[config.mk]
export PLATFORM = sky130hd
export DESIGN_NAME = snap_ring_packet_receiver_core
export DESIGN_NICKNAME = d
export VERILOG_FILES = /design/src/rtl/core/srpr_pkg.sv /design/src/rtl/core/snap_ring_packet_receiver_core.sv /design/src/rtl/core/srpr_parse.sv
export SDC_FILE = /design/constraint.sdc
export NUM_CORES = 1
export LEC_CHECK = 0
export ABC_AREA = 0
export BUFFER_PORTS_ARGS = -buffer_cell sky130_fd_sc_hd__buf_2
export CAP_MARGIN = 5
export CORE_MARGIN = 2
export CORE_UTILIZATION = 42
export CTS_CLUSTER_SIZE = 24
export DETAILED_ROUTE_END_ITERATION = 6
export PLACE_DENSITY = 0.64
export SYNTH_ARGS = -nofsm -noshare
export SYNTH_HDL_FRONTEND = slang
export SYNTH_SLANG_ARGS = --single-unit
[constraint.sdc]
create_clock -name clk -period 6 [get_ports clk]
set_input_delay 0.9 -clock clk [delete_from_list [all_inputs] [get_ports clk]]
set_output_delay 0.9 -clock clk [all_outputs]
set_load 0.02 [all_outputs]
[src/rtl/core/srpr_pkg.sv]
// package for the snap ring packet receiver core
// receive phases, result kinds, header constants, crc-8 step and the result frame type
// no dependencies
package srpr_pkg;

  localparam logic [7:0] SYNC_BYTE   = 8'h54;
  localparam logic [7:0] HDB2_MASK   = 8'hfc;
  localparam logic [7:0] HDB2_FORMAT = 8'h50;
  localparam logic [3:0] HDB1_FORMAT = 4'h3;
  localparam logic [7:0] HDB1_REPLY  = 8'h30;
  localparam logic [7:0] HDB2_ACK    = 8'h52;
  localparam logic [7:0] HDB2_NAK    = 8'h53;
  localparam logic [1:0] ACK_REQUEST = 2'd1;

  localparam int FRAME_SLOTS = 6;
  localparam int LEN_W       = 11;
  localparam int INDEX_W     = 10;
  localparam int TDATA_W     = 32;

  localparam logic [7:0][7:0] CRC_BITS = {
    8'h8c, 8'h46, 8'h23, 8'h9d, 8'hc2, 8'h61, 8'hbc, 8'h5e
  };

  typedef enum logic [3:0] {
    PH_IDLE      = 4'd0,
    PH_SYNC      = 4'd1,
    PH_HDB2      = 4'd2,
    PH_HDB1      = 4'd3,
    PH_DAB       = 4'd4,
    PH_DATA      = 4'd5,
    PH_CRC       = 4'd6,
    PH_HDB2_PASS = 4'd7,
    PH_HDB1_PASS = 4'd8,
    PH_DAB_PASS  = 4'd9,
    PH_DATA_PASS = 4'd10
  } phase_t;

  typedef enum logic [1:0] {
    KIND_TX     = 2'd0,
    KIND_WRITE  = 2'd1,
    KIND_STATUS = 2'd2
  } kind_t;

  typedef struct packed {
    logic [2:0]                           count;
    logic [FRAME_SLOTS-1:0][1:0]          kind;
    logic [FRAME_SLOTS-1:0][7:0]          value;
    logic [FRAME_SLOTS-1:0][INDEX_W-1:0]  index;
    logic                                 pending;
    logic [7:0]                           reply;
  } frame_t;

  function automatic logic [7:0] crc_next(input logic [7:0] crc, input logic [7:0] b);
    logic [7:0] x;
    logic [7:0] r;
    x = crc ^ b;
    r = 8'h00;
    for (int k = 0; k < 8; k++) begin
      if (x[k]) begin
        r = r ^ CRC_BITS[k];
      end
    end
    return r;
  endfunction

  function automatic logic [LEN_W-1:0] decode_length(input logic [7:0] hdb1);
    logic [LEN_W-1:0] len;
    if (hdb1[3]) begin
      len = LEN_W'(11'd8 << hdb1[2:0]);
    end else begin
      len = LEN_W'(hdb1[3:0]);
    end
    return len;
  endfunction

endpackage

[src/rtl/core/snap_ring_packet_receiver_core.sv]
// top level of the snap ring packet receiver: input register, frame register, output sequencer
// depends on srpr_pkg and srpr_parse
//
//   channel  | direction | fields (tdata/tuser low bit up)
//   s_*      | in        | tuser: action; tdata: rx_byte
//   m_*      | out       | tuser: kind; tdata: value, payload_index, packet_pending,
//            |           |   reply_address; tlast: last
//   cfg_*    | in        | cfg_data: device_address, written when cfg_write is high
//
// each item gives 1 to 7 results, one per cycle from the frame register while m_tready is
// high; each item holds m_* to its last result, so the output sequencer sets the rate.
// first result is on m_* once the frame register loads the item from the input register.
// rst is synchronous: lock cleared, receiver idle, device_address zero.
// while a frame waits on m_tready the input register holds one more item, then s_tready drops.
module snap_ring_packet_receiver_core (
  input  logic                         clk,
  input  logic                         rst,
  input  logic                         s_tvalid,
  output logic                         s_tready,
  input  logic [7:0]                   s_tdata,   // rx_byte
  input  logic                         s_tuser,   // action
  output logic                         m_tvalid,
  input  logic                         m_tready,
  output logic [srpr_pkg::TDATA_W-1:0] m_tdata,   // value, payload_index, packet_pending,
                                                  // reply_address, zero fill
  output logic [1:0]                   m_tuser,   // kind
  output logic                         m_tlast,   // last
  input  logic                         cfg_write,
  input  logic [7:0]                   cfg_data
);
  import srpr_pkg::*;

  logic              in_valid;
  logic              in_action;
  logic [7:0]        in_byte;
  logic [7:0]        device_address;
  logic              load;
  logic              frame_valid;
  frame_t            frame_q;
  frame_t            frame_d;
  logic [2:0]        ptr;
  logic              at_status;
  logic              done;
  logic [1:0]        out_kind;
  logic [7:0]        out_value;
  logic [INDEX_W-1:0] out_index;

  srpr_parse u_parse (
    .clk            (clk),
    .rst            (rst),
    .step           (load),
    .action         (in_action),
    .rx_byte        (in_byte),
    .device_address (device_address),
    .frame          (frame_d)
  );

  assign at_status = (ptr == frame_q.count);
  assign done      = frame_valid && m_tready && at_status;
  assign load      = in_valid && (!frame_valid || done);
  assign s_tready  = !in_valid || load;

  always_comb begin
    if (at_status) begin
      out_kind  = KIND_STATUS;
      out_value = 8'h00;
      out_index = '0;
    end else begin
      out_kind  = frame_q.kind[ptr];
      out_value = frame_q.value[ptr];
      out_index = frame_q.index[ptr];
    end
  end

  assign m_tvalid = frame_valid;
  assign m_tuser  = out_kind;
  assign m_tlast  = at_status;
  assign m_tdata  = {5'b0, frame_q.reply, frame_q.pending, out_index, out_value};

  always_ff @(posedge clk) begin
    if (rst) begin
      device_address <= '0;
    end else if (cfg_write) begin
      device_address <= cfg_data;
    end
  end

  always_ff @(posedge clk) begin
    if (rst) begin
      in_valid <= 1'b0;
    end else if (s_tvalid && s_tready) begin
      in_valid <= 1'b1;
    end else if (load) begin
      in_valid <= 1'b0;
    end
  end

  always_ff @(posedge clk) begin
    if (s_tvalid && s_tready) begin
      in_action <= s_tuser;
      in_byte   <= s_tdata;
    end
  end

  always_ff @(posedge clk) begin
    if (rst) begin
      frame_valid <= 1'b0;
      ptr         <= '0;
    end else if (load) begin
      frame_valid <= 1'b1;
      ptr         <= '0;
    end else if (done) begin
      frame_valid <= 1'b0;
      ptr         <= '0;
    end else if (frame_valid && m_tready) begin
      ptr <= ptr + 3'd1;
    end
  end

  always_ff @(posedge clk) begin
    if (load) begin
      frame_q <= frame_d;
    end
  end

endmodule

[src/rtl/core/srpr_parse.sv]
// protocol state and per-item decode of the snap ring packet receiver
// builds the whole result frame for one item combinationally; uses srpr_pkg
module srpr_parse (
  input  logic           clk,
  input  logic           rst,
  input  logic           step,
  input  logic           action,
  input  logic [7:0]     rx_byte,
  input  logic [7:0]     device_address,
  output srpr_pkg::frame_t frame
);
  import srpr_pkg::*;

  phase_t             phase, phase_next;
  logic [7:0]         header_two, header_two_next;
  logic [7:0]         header_one, header_one_next;
  logic [LEN_W-1:0]   length_left, length_left_next;
  logic [7:0]         source_seen, source_seen_next;
  logic [7:0]         saved_reply, saved_reply_next;
  logic [LEN_W-1:0]   write_index, write_index_next;
  logic [7:0]         running_crc, running_crc_next;
  logic               lock_flag, lock_flag_next;
  logic               ack_wanted, ack_wanted_next;

  logic               crc_match;
  logic [7:0]         ack_hdb2;
  logic [7:0]         fc1, fc2, fc3, fc4;
  logic [7:0]         crc_in;
  logic [LEN_W-1:0]   index_inc;

  assign crc_in    = crc_next(running_crc, rx_byte);
  assign index_inc = write_index + LEN_W'(1);
  assign crc_match = (rx_byte == running_crc) && !lock_flag;
  assign ack_hdb2  = crc_match ? HDB2_ACK : HDB2_NAK;
  assign fc1       = crc_next(8'h00, ack_hdb2);
  assign fc2       = crc_next(fc1, HDB1_REPLY);
  assign fc3       = crc_next(fc2, source_seen);
  assign fc4       = crc_next(fc3, device_address);

  // next state
  always_comb begin
    phase_next       = phase;
    header_two_next  = header_two;
    header_one_next  = header_one;
    length_left_next = length_left;
    source_seen_next = source_seen;
    saved_reply_next = saved_reply;
    write_index_next = write_index;
    running_crc_next = running_crc;
    lock_flag_next   = lock_flag;
    ack_wanted_next  = ack_wanted;
    if (action) begin
      lock_flag_next = 1'b0;
    end else begin
      case (phase)
        PH_SYNC: begin
          header_two_next = rx_byte;
          if ((rx_byte & HDB2_MASK) != HDB2_FORMAT) begin
            phase_next = PH_HDB2_PASS;
          end else begin
            ack_wanted_next  = (rx_byte[1:0] == ACK_REQUEST);
            running_crc_next = crc_next(8'h00, rx_byte);
            phase_next       = PH_HDB2;
          end
        end
        PH_HDB2: begin
          header_one_next  = rx_byte;
          length_left_next = decode_length(rx_byte);
          if (rx_byte[7:4] != HDB1_FORMAT) begin
            phase_next = PH_HDB1_PASS;
          end else begin
            running_crc_next = crc_in;
            phase_next       = PH_HDB1;
          end
        end
        PH_HDB1: begin
          if (rx_byte != device_address) begin
            phase_next = PH_DAB_PASS;
          end else begin
            running_crc_next = crc_in;
            phase_next       = PH_DAB;
          end
        end
        PH_DAB: begin
          source_seen_next = rx_byte;
          write_index_next = '0;
          running_crc_next = crc_in;
          phase_next       = (length_left == '0) ? PH_CRC : PH_DATA;
        end
        PH_DATA: begin
          write_index_next = index_inc;
          running_crc_next = crc_in;
          if (index_inc == length_left) begin
            phase_next = PH_CRC;
          end
        end
        PH_CRC: begin
          if (crc_match) begin
            lock_flag_next   = 1'b1;
            saved_reply_next = source_seen;
          end
          if (ack_wanted) begin
            running_crc_next = fc4;
          end
          phase_next = PH_IDLE;
        end
        PH_HDB2_PASS: begin
          header_one_next  = rx_byte;
          length_left_next = decode_length(rx_byte);
          phase_next       = PH_HDB1_PASS;
        end
        PH_HDB1_PASS: begin
          phase_next = PH_DAB_PASS;
        end
        PH_DAB_PASS: begin
          length_left_next = length_left + LEN_W'(1);
          phase_next       = PH_DATA_PASS;
        end
        PH_DATA_PASS: begin
          if (length_left > LEN_W'(1)) begin
            length_left_next = length_left - LEN_W'(1);
          end else begin
            phase_next = PH_IDLE;
          end
        end
        default: begin
          phase_next = (rx_byte == SYNC_BYTE) ? PH_SYNC : PH_IDLE;
        end
      endcase
    end
  end

  // result frame
  always_comb begin
    frame         = '0;
    frame.pending = lock_flag_next;
    frame.reply   = saved_reply_next;
    for (int i = 0; i < FRAME_SLOTS; i++) begin
      frame.kind[i] = KIND_TX;
    end
    if (!action) begin
      case (phase)
        PH_SYNC: begin
          if ((rx_byte & HDB2_MASK) != HDB2_FORMAT) begin
            frame.count    = 3'd2;
            frame.value[0] = SYNC_BYTE;
            frame.value[1] = rx_byte;
          end
        end
        PH_HDB2: begin
          if (rx_byte[7:4] != HDB1_FORMAT) begin
            frame.count    = 3'd3;
            frame.value[0] = SYNC_BYTE;
            frame.value[1] = header_two;
            frame.value[2] = rx_byte;
          end
        end
        PH_HDB1: begin
          if (rx_byte != device_address) begin
            frame.count    = 3'd4;
            frame.value[0] = SYNC_BYTE;
            frame.value[1] = header_two;
            frame.value[2] = header_one;
            frame.value[3] = rx_byte;
          end
        end
        PH_DATA: begin
          if (!lock_flag) begin
            frame.count    = 3'd1;
            frame.kind[0]  = KIND_WRITE;
            frame.value[0] = rx_byte;
            frame.index[0] = write_index[INDEX_W-1:0];
          end
        end
        PH_CRC: begin
          if (ack_wanted) begin
            frame.count    = 3'd6;
            frame.value[0] = SYNC_BYTE;
            frame.value[1] = ack_hdb2;
            frame.value[2] = HDB1_REPLY;
            frame.value[3] = source_seen;
            frame.value[4] = device_address;
            frame.value[5] = fc4;
          end
        end
        PH_HDB2_PASS, PH_HDB1_PASS, PH_DAB_PASS, PH_DATA_PASS: begin
          frame.count    = 3'd1;
          frame.value[0] = rx_byte;
        end
        default: begin
          frame.count = 3'd0;
        end
      endcase
    end
  end

  always_ff @(posedge clk) begin
    if (rst) begin
      phase       <= PH_IDLE;
      header_two  <= '0;
      header_one  <= '0;
      length_left <= '0;
      source_seen <= '0;
      saved_reply <= '0;
      write_index <= '0;
      running_crc <= '0;
      lock_flag   <= 1'b0;
      ack_wanted  <= 1'b0;
    end else if (step) begin
      phase       <= phase_next;
      header_two  <= header_two_next;
      header_one  <= header_one_next;
      length_left <= length_left_next;
      source_seen <= source_seen_next;
      saved_reply <= saved_reply_next;
      write_index <= write_index_next;
      running_crc <= running_crc_next;
      lock_flag   <= lock_flag_next;
      ack_wanted  <= ack_wanted_next;
    end
  end

endmodule
==> results of run 1 <==
[cell families after synthesis]
group                      count (synthesis)  share of synthesized area
xor gates and xnor gates                 109                      0.114
and+or+nand+nor                          348                      0.186
DFF                                      161                      0.429
other                                      1                   0.000400
buffers and inverters                    105                     0.0532
AOI/OAI and AO/OA                        169                      0.129
adders and majority gates                 12                     0.0160
muxes                                     56                     0.0726
[synth_stat cells (all sizes together) (16+ instances only)]
cell type	number	area, um^2
a21oi	53	269
a22oi	28	210
and2	30	188
buf	33	228
clkbuf	56	211
dfxtp	81	1620
edfxtp	80	2400
mux2	16	180
mux2i	32	320
nand2	55	206
nand3	26	130
nor2	149	559
nor3	22	121
xnor2	72	672
xor2	32	280
[routing by layer]
layer  vias to the layer above  part of all wire
met5                         -                 0
met4                         0             0.012
met1                      3349              0.48
met3                        22             0.057
li1                       3410                 -
met2                       248              0.45
[metrics by stage]
| step | cell area (um^2) | total power [mW] | instances | utilization | hold slack, ps |
|---|---|---|---|---|---|
| after floorplan | 9390 | 1.45 | 965 | - | 436 |
| after global placement | 9640 | 1.52 | 1218 | 0.440 | 443 |
| after detailed placement | 9640 | 1.52 | 1218 | 0.440 | 447 |
| after CTS | 10200 | 2.63 | 1250 | 0.468 | 456 |
| after global routing | 10200 | 2.70 | 1250 | 0.468 | 475 |
| final | 10200 | 2.61 | 1250 | 0.468 | 461 |
[worst min-delay path: cells and delay by family (launching register included)]
kind	cells	cell delay [ps]
compound gates	1	50
simple gates	1	50
flops	1	310
[area by class of cell]
| class | instances | area share |
|---|---|---|
| multi-input combinational | 699 | 0.476 |
| clock buffer | 18 | 0.0419 |
| timing repair buffer | 62 | 0.0325 |
| clock inverter | 14 | 0.0169 |
| inverter | 16 | 0.00586 |
| tap | 280 | 0.0342 |
| sequential | 161 | 0.393 |
[worst max-delay path by stage]
stage / end / cells past startpoint
after global routing: u_parse.length_left[6] / 8
after CTS: u_parse.length_left[4] / 8
after detailed placement: u_parse.length_left[4] / 8
after global placement: u_parse.length_left[9] / 8
final: u_parse.length_left[4] / 8
after floorplan: u_parse.length_left[6] / 9
[registers in the layout, summed over array words and instances (netlist names), 9 cells and up]
| signal | count |
|---|---|
| u_parse.length_left | 11 |
| frame_q | 62 |
| u_parse.write_index | 11 |
| m_tdata | 9 |
[power groups by stage]
| stage | Combinational, mW | Sequential (mW) | Clock [mW] |
|---|---|---|---|
| finish | 0.276 | 1.22 | 1.11 |
| global route | 0.300 | 1.23 | 1.17 |
| CTS | 0.277 | 1.22 | 1.13 |
| detailed placement | 0.276 | 1.25 | 0 |
| global placement | 0.275 | 1.25 | 0 |
| floorplan | 0.234 | 1.22 | 0 |
==> impl_metrics.env, run 1 <==
export IMPL_crit_slowest_cell="dfxtp_1"
export IMPL_grt_overflow=0
export IMPL_relSlewSlack=0.297
export IMPL_die_width_um=153
export IMPL_hold_class="flip-flop to flip-flop"
export IMPL_critPathRequiredTime_ps=6330
export IMPL_use_met3=0.0380
export IMPL_grtUsageTotal=0.196
export IMPL_path_delay_family="compound AO/OA/AOI/OAI gates"
export IMPL_seqPwrFrac=0.468
export IMPL_r2r_start="ptr[0]"
export IMPL_final_antenna_net_count=0
export IMPL_wl_per_cell_um=18.2
export IMPL_cts_buffer_depth=2
export IMPL_core_um2=21900
export IMPL_finalSetupViolations=0
export IMPL_multi_input_area_um2=4870
export IMPL_diodes=0
export IMPL_via_per_inst=5.62
export IMPL_p_int_mw=1.92
export IMPL_synth_cells=961
export IMPL_ys_seq_elements=161
export IMPL_gp_congestion=0.897
export IMPL_cts_setup_buffers=0
export IMPL_synth_avg_cell_area_um2=9.76
export IMPL_layout_drive_gt1_share=0.149
export IMPL_htreeDepth=4
export IMPL_drt_wl_total_um=22700
export IMPL_synth_seq_area_share=0.429
export IMPL_path_class="flip-flop to flip-flop"
export IMPL_most_common_layout_cells="149 x nor2_1, 81 x dfxtp_1, 80 x edfxtp_1"
export IMPL_drc_errors=0
export IMPL_hold_viol_final=0
export IMPL_die_h_um=153
export IMPL_max_cap_viol_count=0
export IMPL_worstMarginPinSlew_ps=1050
export IMPL_synth_ff_type="dfxtp_1"
export IMPL_r2r_setup_slack_ps=2260
export IMPL_antenna_found_initial=0
export IMPL_num_vias=7029
export IMPL_grtUsageMet2=0.294
export IMPL_grt_pass1_wl_um=36700
export IMPL_fin_crit_ps=3740
export IMPL_postCtsResizedCells=0
export IMPL_place_hpwl_um=15700
export IMPL_power_frac_comb=0.106
export IMPL_synth_edf_count=80
export IMPL_cp_cell_sequence="xor2_1, o41a_1, nand2b_4, inv_2, nand2_1, a21oi_2, a21oi_1, a311oi_1"
export IMPL_first_global_vias=6585
export IMPL_synthArstFlopShare=0
export IMPL_p_clk_frac=0.426
export IMPL_rsz0062_at_grt="no"
export IMPL_yosysUniqueCellTypes=87
export IMPL_crit_fanout=21
export IMPL_die_area_um2=23500
export IMPL_io_pins=59
export IMPL_fillers=2063
export IMPL_initial_utilization=0.428
export IMPL_hold_depth=2
export IMPL_dr_first_iter_drc_count=649
export IMPL_cts_root_buf="clkbuf_16"
export IMPL_grtUsageMet1=0.290
export IMPL_p_per_area_nw_per_um2=255
export IMPL_vdd_drop_max_v=0.000175
export IMPL_hold_buffers=0
export IMPL_cts_sinks=161
export IMPL_critPathCaptureType="flip-flop"
export IMPL_nets=991
export IMPL_cp_arrival_ps=4070
export IMPL_cts_clk_slew_worst_paths_ps=70
export IMPL_setup_ws_ps=2260
export IMPL_post_route_period_util=0.624
export IMPL_reg2reg_to="u_parse.length_left[4]"
export IMPL_crit_buf_inv=1
export IMPL_switching_share=0.263
export IMPL_outcome="completed"
export IMPL_critPathLaunchType="flip-flop"
export IMPL_max_freq_mhz=267
export IMPL_mostFrequentLayoutCell="nor2_1"
export IMPL_grt_start_max_net_pins=73
export IMPL_min_from="u_parse.header_two[2]"
export IMPL_r2r_cells=8
export IMPL_fin_tns_setup_ps=0
export IMPL_drv_slew=0
export IMPL_ff_latch_area_um2=4020
export IMPL_crit_start="ptr[0]"
export IMPL_cts_tree="yes"
export IMPL_p_sw_mw=0.688
export IMPL_dr_pass1_iters=5
export IMPL_slowest_delay_ps=1020
export IMPL_fin_worst_skew_ps=16.5
export IMPL_portBuffers=53
export IMPL_p_leak_nw=3.76
export IMPL_area_growth_pct=9.24
export IMPL_cts_buffers=17
export IMPL_fp_row_count=54
export IMPL_hold_path_end="u_parse.header_two[2]"
export IMPL_clk_latency_ps=440
export IMPL_post_place_ws_ps=2270
export IMPL_synthesis_area_um2=9380
export IMPL_busiest_layer="met2"
export IMPL_synth_warnings=0
No activity file was read; power rests on OpenSTA's default activity.
==> inputs of run 2 (changes only) <==
ABC_AREA = 1   (was 0)
PLACE_DENSITY = 0.66   (was 0.64)
clock period = 3.2 ns   (was 6 ns; I/O delays follow)
==> run 2 against run 1 <==
Compared with the run above: die area grew 0.55%; largest power group unchanged; clock power is 70% higher; non-clock buffer count is 15 higher; fmax increased by 35%; combinational power rose by 96%.
==> impl_metrics.env, run 2 <==
export IMPL_synth_cells=1204
export IMPL_regMostFlops="frame_q"
export IMPL_drt_wl_total_um=25800
export IMPL_ys_seq_elements=161
export IMPL_synth_most_common_cell="nand2_1"
export IMPL_most_common_layout_cells="239 x nand2_1, 125 x nor2_1, 120 x inv_1"
export IMPL_die_width_um=154
export IMPL_largestRegisters="frame_q x62, u_parse.length_left x11, u_parse.write_index x11"
export IMPL_hold_buffers=0
export IMPL_synth_edf_count=80
export IMPL_total_power_mw=4.70
export IMPL_layout_drive_gt1_share=0.144
export IMPL_gp_congestion=0.898
export IMPL_hold_viol_final=0
export IMPL_max_freq_mhz=359
export IMPL_fin_hold_ws_ps=223
export IMPL_nets=1276
export IMPL_relSlewSlack=0.387
export IMPL_via_per_inst=5.30
export IMPL_diodes=0
export IMPL_num_vias=8141
export IMPL_fin_crit_ps=2780
export IMPL_cts_clk_slew_worst_paths_ps=60
export IMPL_yosysUniqueCellTypes=61
export IMPL_critPathCaptureType="flip-flop"
export IMPL_cts_tree="yes"
export IMPL_synth_top_area_frac=0.255
export IMPL_first_global_vias=7471
export IMPL_reg2reg_to="u_parse.saved_reply[6]"
export IMPL_fp_row_count=54
export IMPL_critPathLaunchType="flip-flop"
export IMPL_grtUsageTotal=0.220
export IMPL_grt_overflow=0
export IMPL_cts_root_buf="clkbuf_16"
export IMPL_drv_slew=0
export IMPL_worstMarginPinSlew_ps=913
export IMPL_cts_sinks=161
export IMPL_outcome="completed"
export IMPL_antenna_found_initial=0
export IMPL_clk_latency_ps=440
export IMPL_r2r_setup_slack_ps=420
export IMPL_die_area_um2=23700
export IMPL_crit_fanout=16
export IMPL_synth_avg_cell_area_um2=7.83
export IMPL_min_from="s_tdata[7]"
export IMPL_ys_top_cells_by_count="239 x nand2_1, 125 x nor2_1, 120 x inv_1"
export IMPL_cts_buffers=17
export IMPL_r2r_cells=10
export IMPL_io_pins=59
export IMPL_rsz0062_at_grt="no"
export IMPL_r2r_start="in_byte[3]"
export IMPL_dr_first_iter_drc_count=777
export IMPL_synth_ff_type="dfxtp_1"
export IMPL_area_growth_pct=10.6
export IMPL_ff_latch_area_um2=4020
export IMPL_hold_class="primary input to flip-flop"
export IMPL_htreeDepth=4
export IMPL_final_antenna_net_count=0
export IMPL_critPathRequiredTime_ps=3580
export IMPL_die_h_um=154
export IMPL_p_leak_nw=4.22
export IMPL_grt_start_max_net_pins=58
export IMPL_largest_reg_flops=62
export IMPL_p_per_area_nw_per_um2=450
export IMPL_initial_utilization=0.429
export IMPL_synthesis_area_um2=9430
export IMPL_fin_tns_setup_ps=0
export IMPL_vdd_drop_max_v=0.000336
export IMPL_postCtsResizedCells=0
export IMPL_wl_per_cell_um=16.8
export IMPL_synth_seq_area_share=0.427
export IMPL_fin_worst_skew_ps=11.6
export IMPL_multi_input_area_um2=4550
export IMPL_hold_path_end="in_byte[7]"
export IMPL_fillers=2109
export IMPL_cts_buffer_depth=2
export IMPL_portBuffers=53
export IMPL_drc_errors=0
export IMPL_finalSetupViolations=0
export IMPL_post_route_period_util=0.869
export IMPL_core_um2=22000
export IMPL_grt_pass1_wl_um=40600
export IMPL_hold_depth=1
export IMPL_yosysTopAreaCell="edfxtp_1"
export IMPL_synthArstFlopShare=0
export IMPL_place_hpwl_um=19000
export IMPL_path_class="flip-flop to flip-flop"
export IMPL_dr_pass1_iters=5
export IMPL_synthTopCellsByArea="edfxtp_1 25%, dfxtp_1 17%, nand2_1 9.5%, a21oi_1 5.8%, nor2_1 5.0%"
export IMPL_mostFrequentLayoutCell="nand2_1"
export IMPL_cts_setup_buffers=0
export IMPL_synth_warnings=0
export IMPL_cp_arrival_ps=3160
export IMPL_max_cap_viol_count=0
run 2: changes by cell type after synthesis, moves of 30 or more:
cell      before  now
a21oi_1       52  110
clkbuf_1      55   25
inv_1         14  120
mux2i_1       32    0
nand2_1       55  239
nand3_1       26   74
o21ai_0       12   78
xnor2_1       68   20
run 2: logic make-up (layout without fill, tap and decap cells):
| logic type | count (synthesis) | count (layout) | synth area share |
|---|---|---|---|
| AOI/OAI and AO/OA | 248 | 248 | 0.150 |
| xor gates and xnor gates | 62 | 62 | 0.0632 |
| adders and majority gates | 12 | 12 | 0.0159 |
| buffers and inverters | 200 | 247 | 0.0921 |
| DFF | 161 | 161 | 0.427 |
| other | 1 | 5 | 0.000398 |
| and+or+nand+nor | 520 | 520 | 0.251 |
run 2: metrics by stage:
| stage | instances | cell area (um^2) | worst slack (ps) | util |
|---|---|---|---|---|
| after floorplan | 1208 | 9450 | 367 | - |
| after global placement | 1503 | 9900 | 506 | 0.451 |
| after detailed placement | 1503 | 9900 | 463 | 0.451 |
| after CTS | 1535 | 10400 | 411 | 0.475 |
| after global routing | 1535 | 10400 | 94.3 | 0.475 |
| final | 1535 | 10400 | 418 | 0.475 |
run 2: worst max-delay path by stage:
stage                    start                     end  slack [ps]  depth (start not counted)
floorplan               ptr[0]            frame_q[100]         370                          9
global placement    in_byte[3]            frame_q[111]         510                         15
detailed placement  in_byte[3]             m_tdata[26]         460                          9
CTS                     ptr[0]              m_tdata[1]         410                          7
global route        in_byte[3]  u_parse.saved_reply[6]          90                         10
finish              in_byte[3]  u_parse.saved_reply[6]         420                         10
run 2: worst max-delay path, cell delays in order (launching register included):
cell,delay (ps)
edfxtp_1,620
inv_1,230
nand2_1,100
nand2_1,150
nor2_4,220
nand3_4,160
inv_1,140
nand3_1,400
o21ai_0,500
nand3_1,110
nand2_1,80
run 2: final cells by class:
| class | instances | share of cell area |
|---|---|---|
| clock buffers | 19 | 0.0415 |
| clock inverters | 13 | 0.00936 |
| inverters | 138 | 0.0507 |
| multi-input cells | 847 | 0.436 |
| flip-flops and latches | 161 | 0.386 |
| well taps | 280 | 0.0336 |
| repair buffers | 77 | 0.0427 |
run 2: power by group:
| part | internal (mW) | switching [mW] | leakage [nW] |
|---|---|---|---|
| registers | 2.23 | 0.0433 | 1.42 |
| clock network | 1.00 | 0.883 | 0.263 |
| logic | 0.172 | 0.370 | 2.54 |
run 2: metal layers:
layer / GRT usage / vias to the layer above / part of all wire
li1: - / 4051 / -
met5: 0 / - / 0
met2: 0.341 / 298 / 0.45
met3: 0.0366 / 41 / 0.063
met1: 0.313 / 3751 / 0.46
met4: 0.0743 / 0 / 0.022
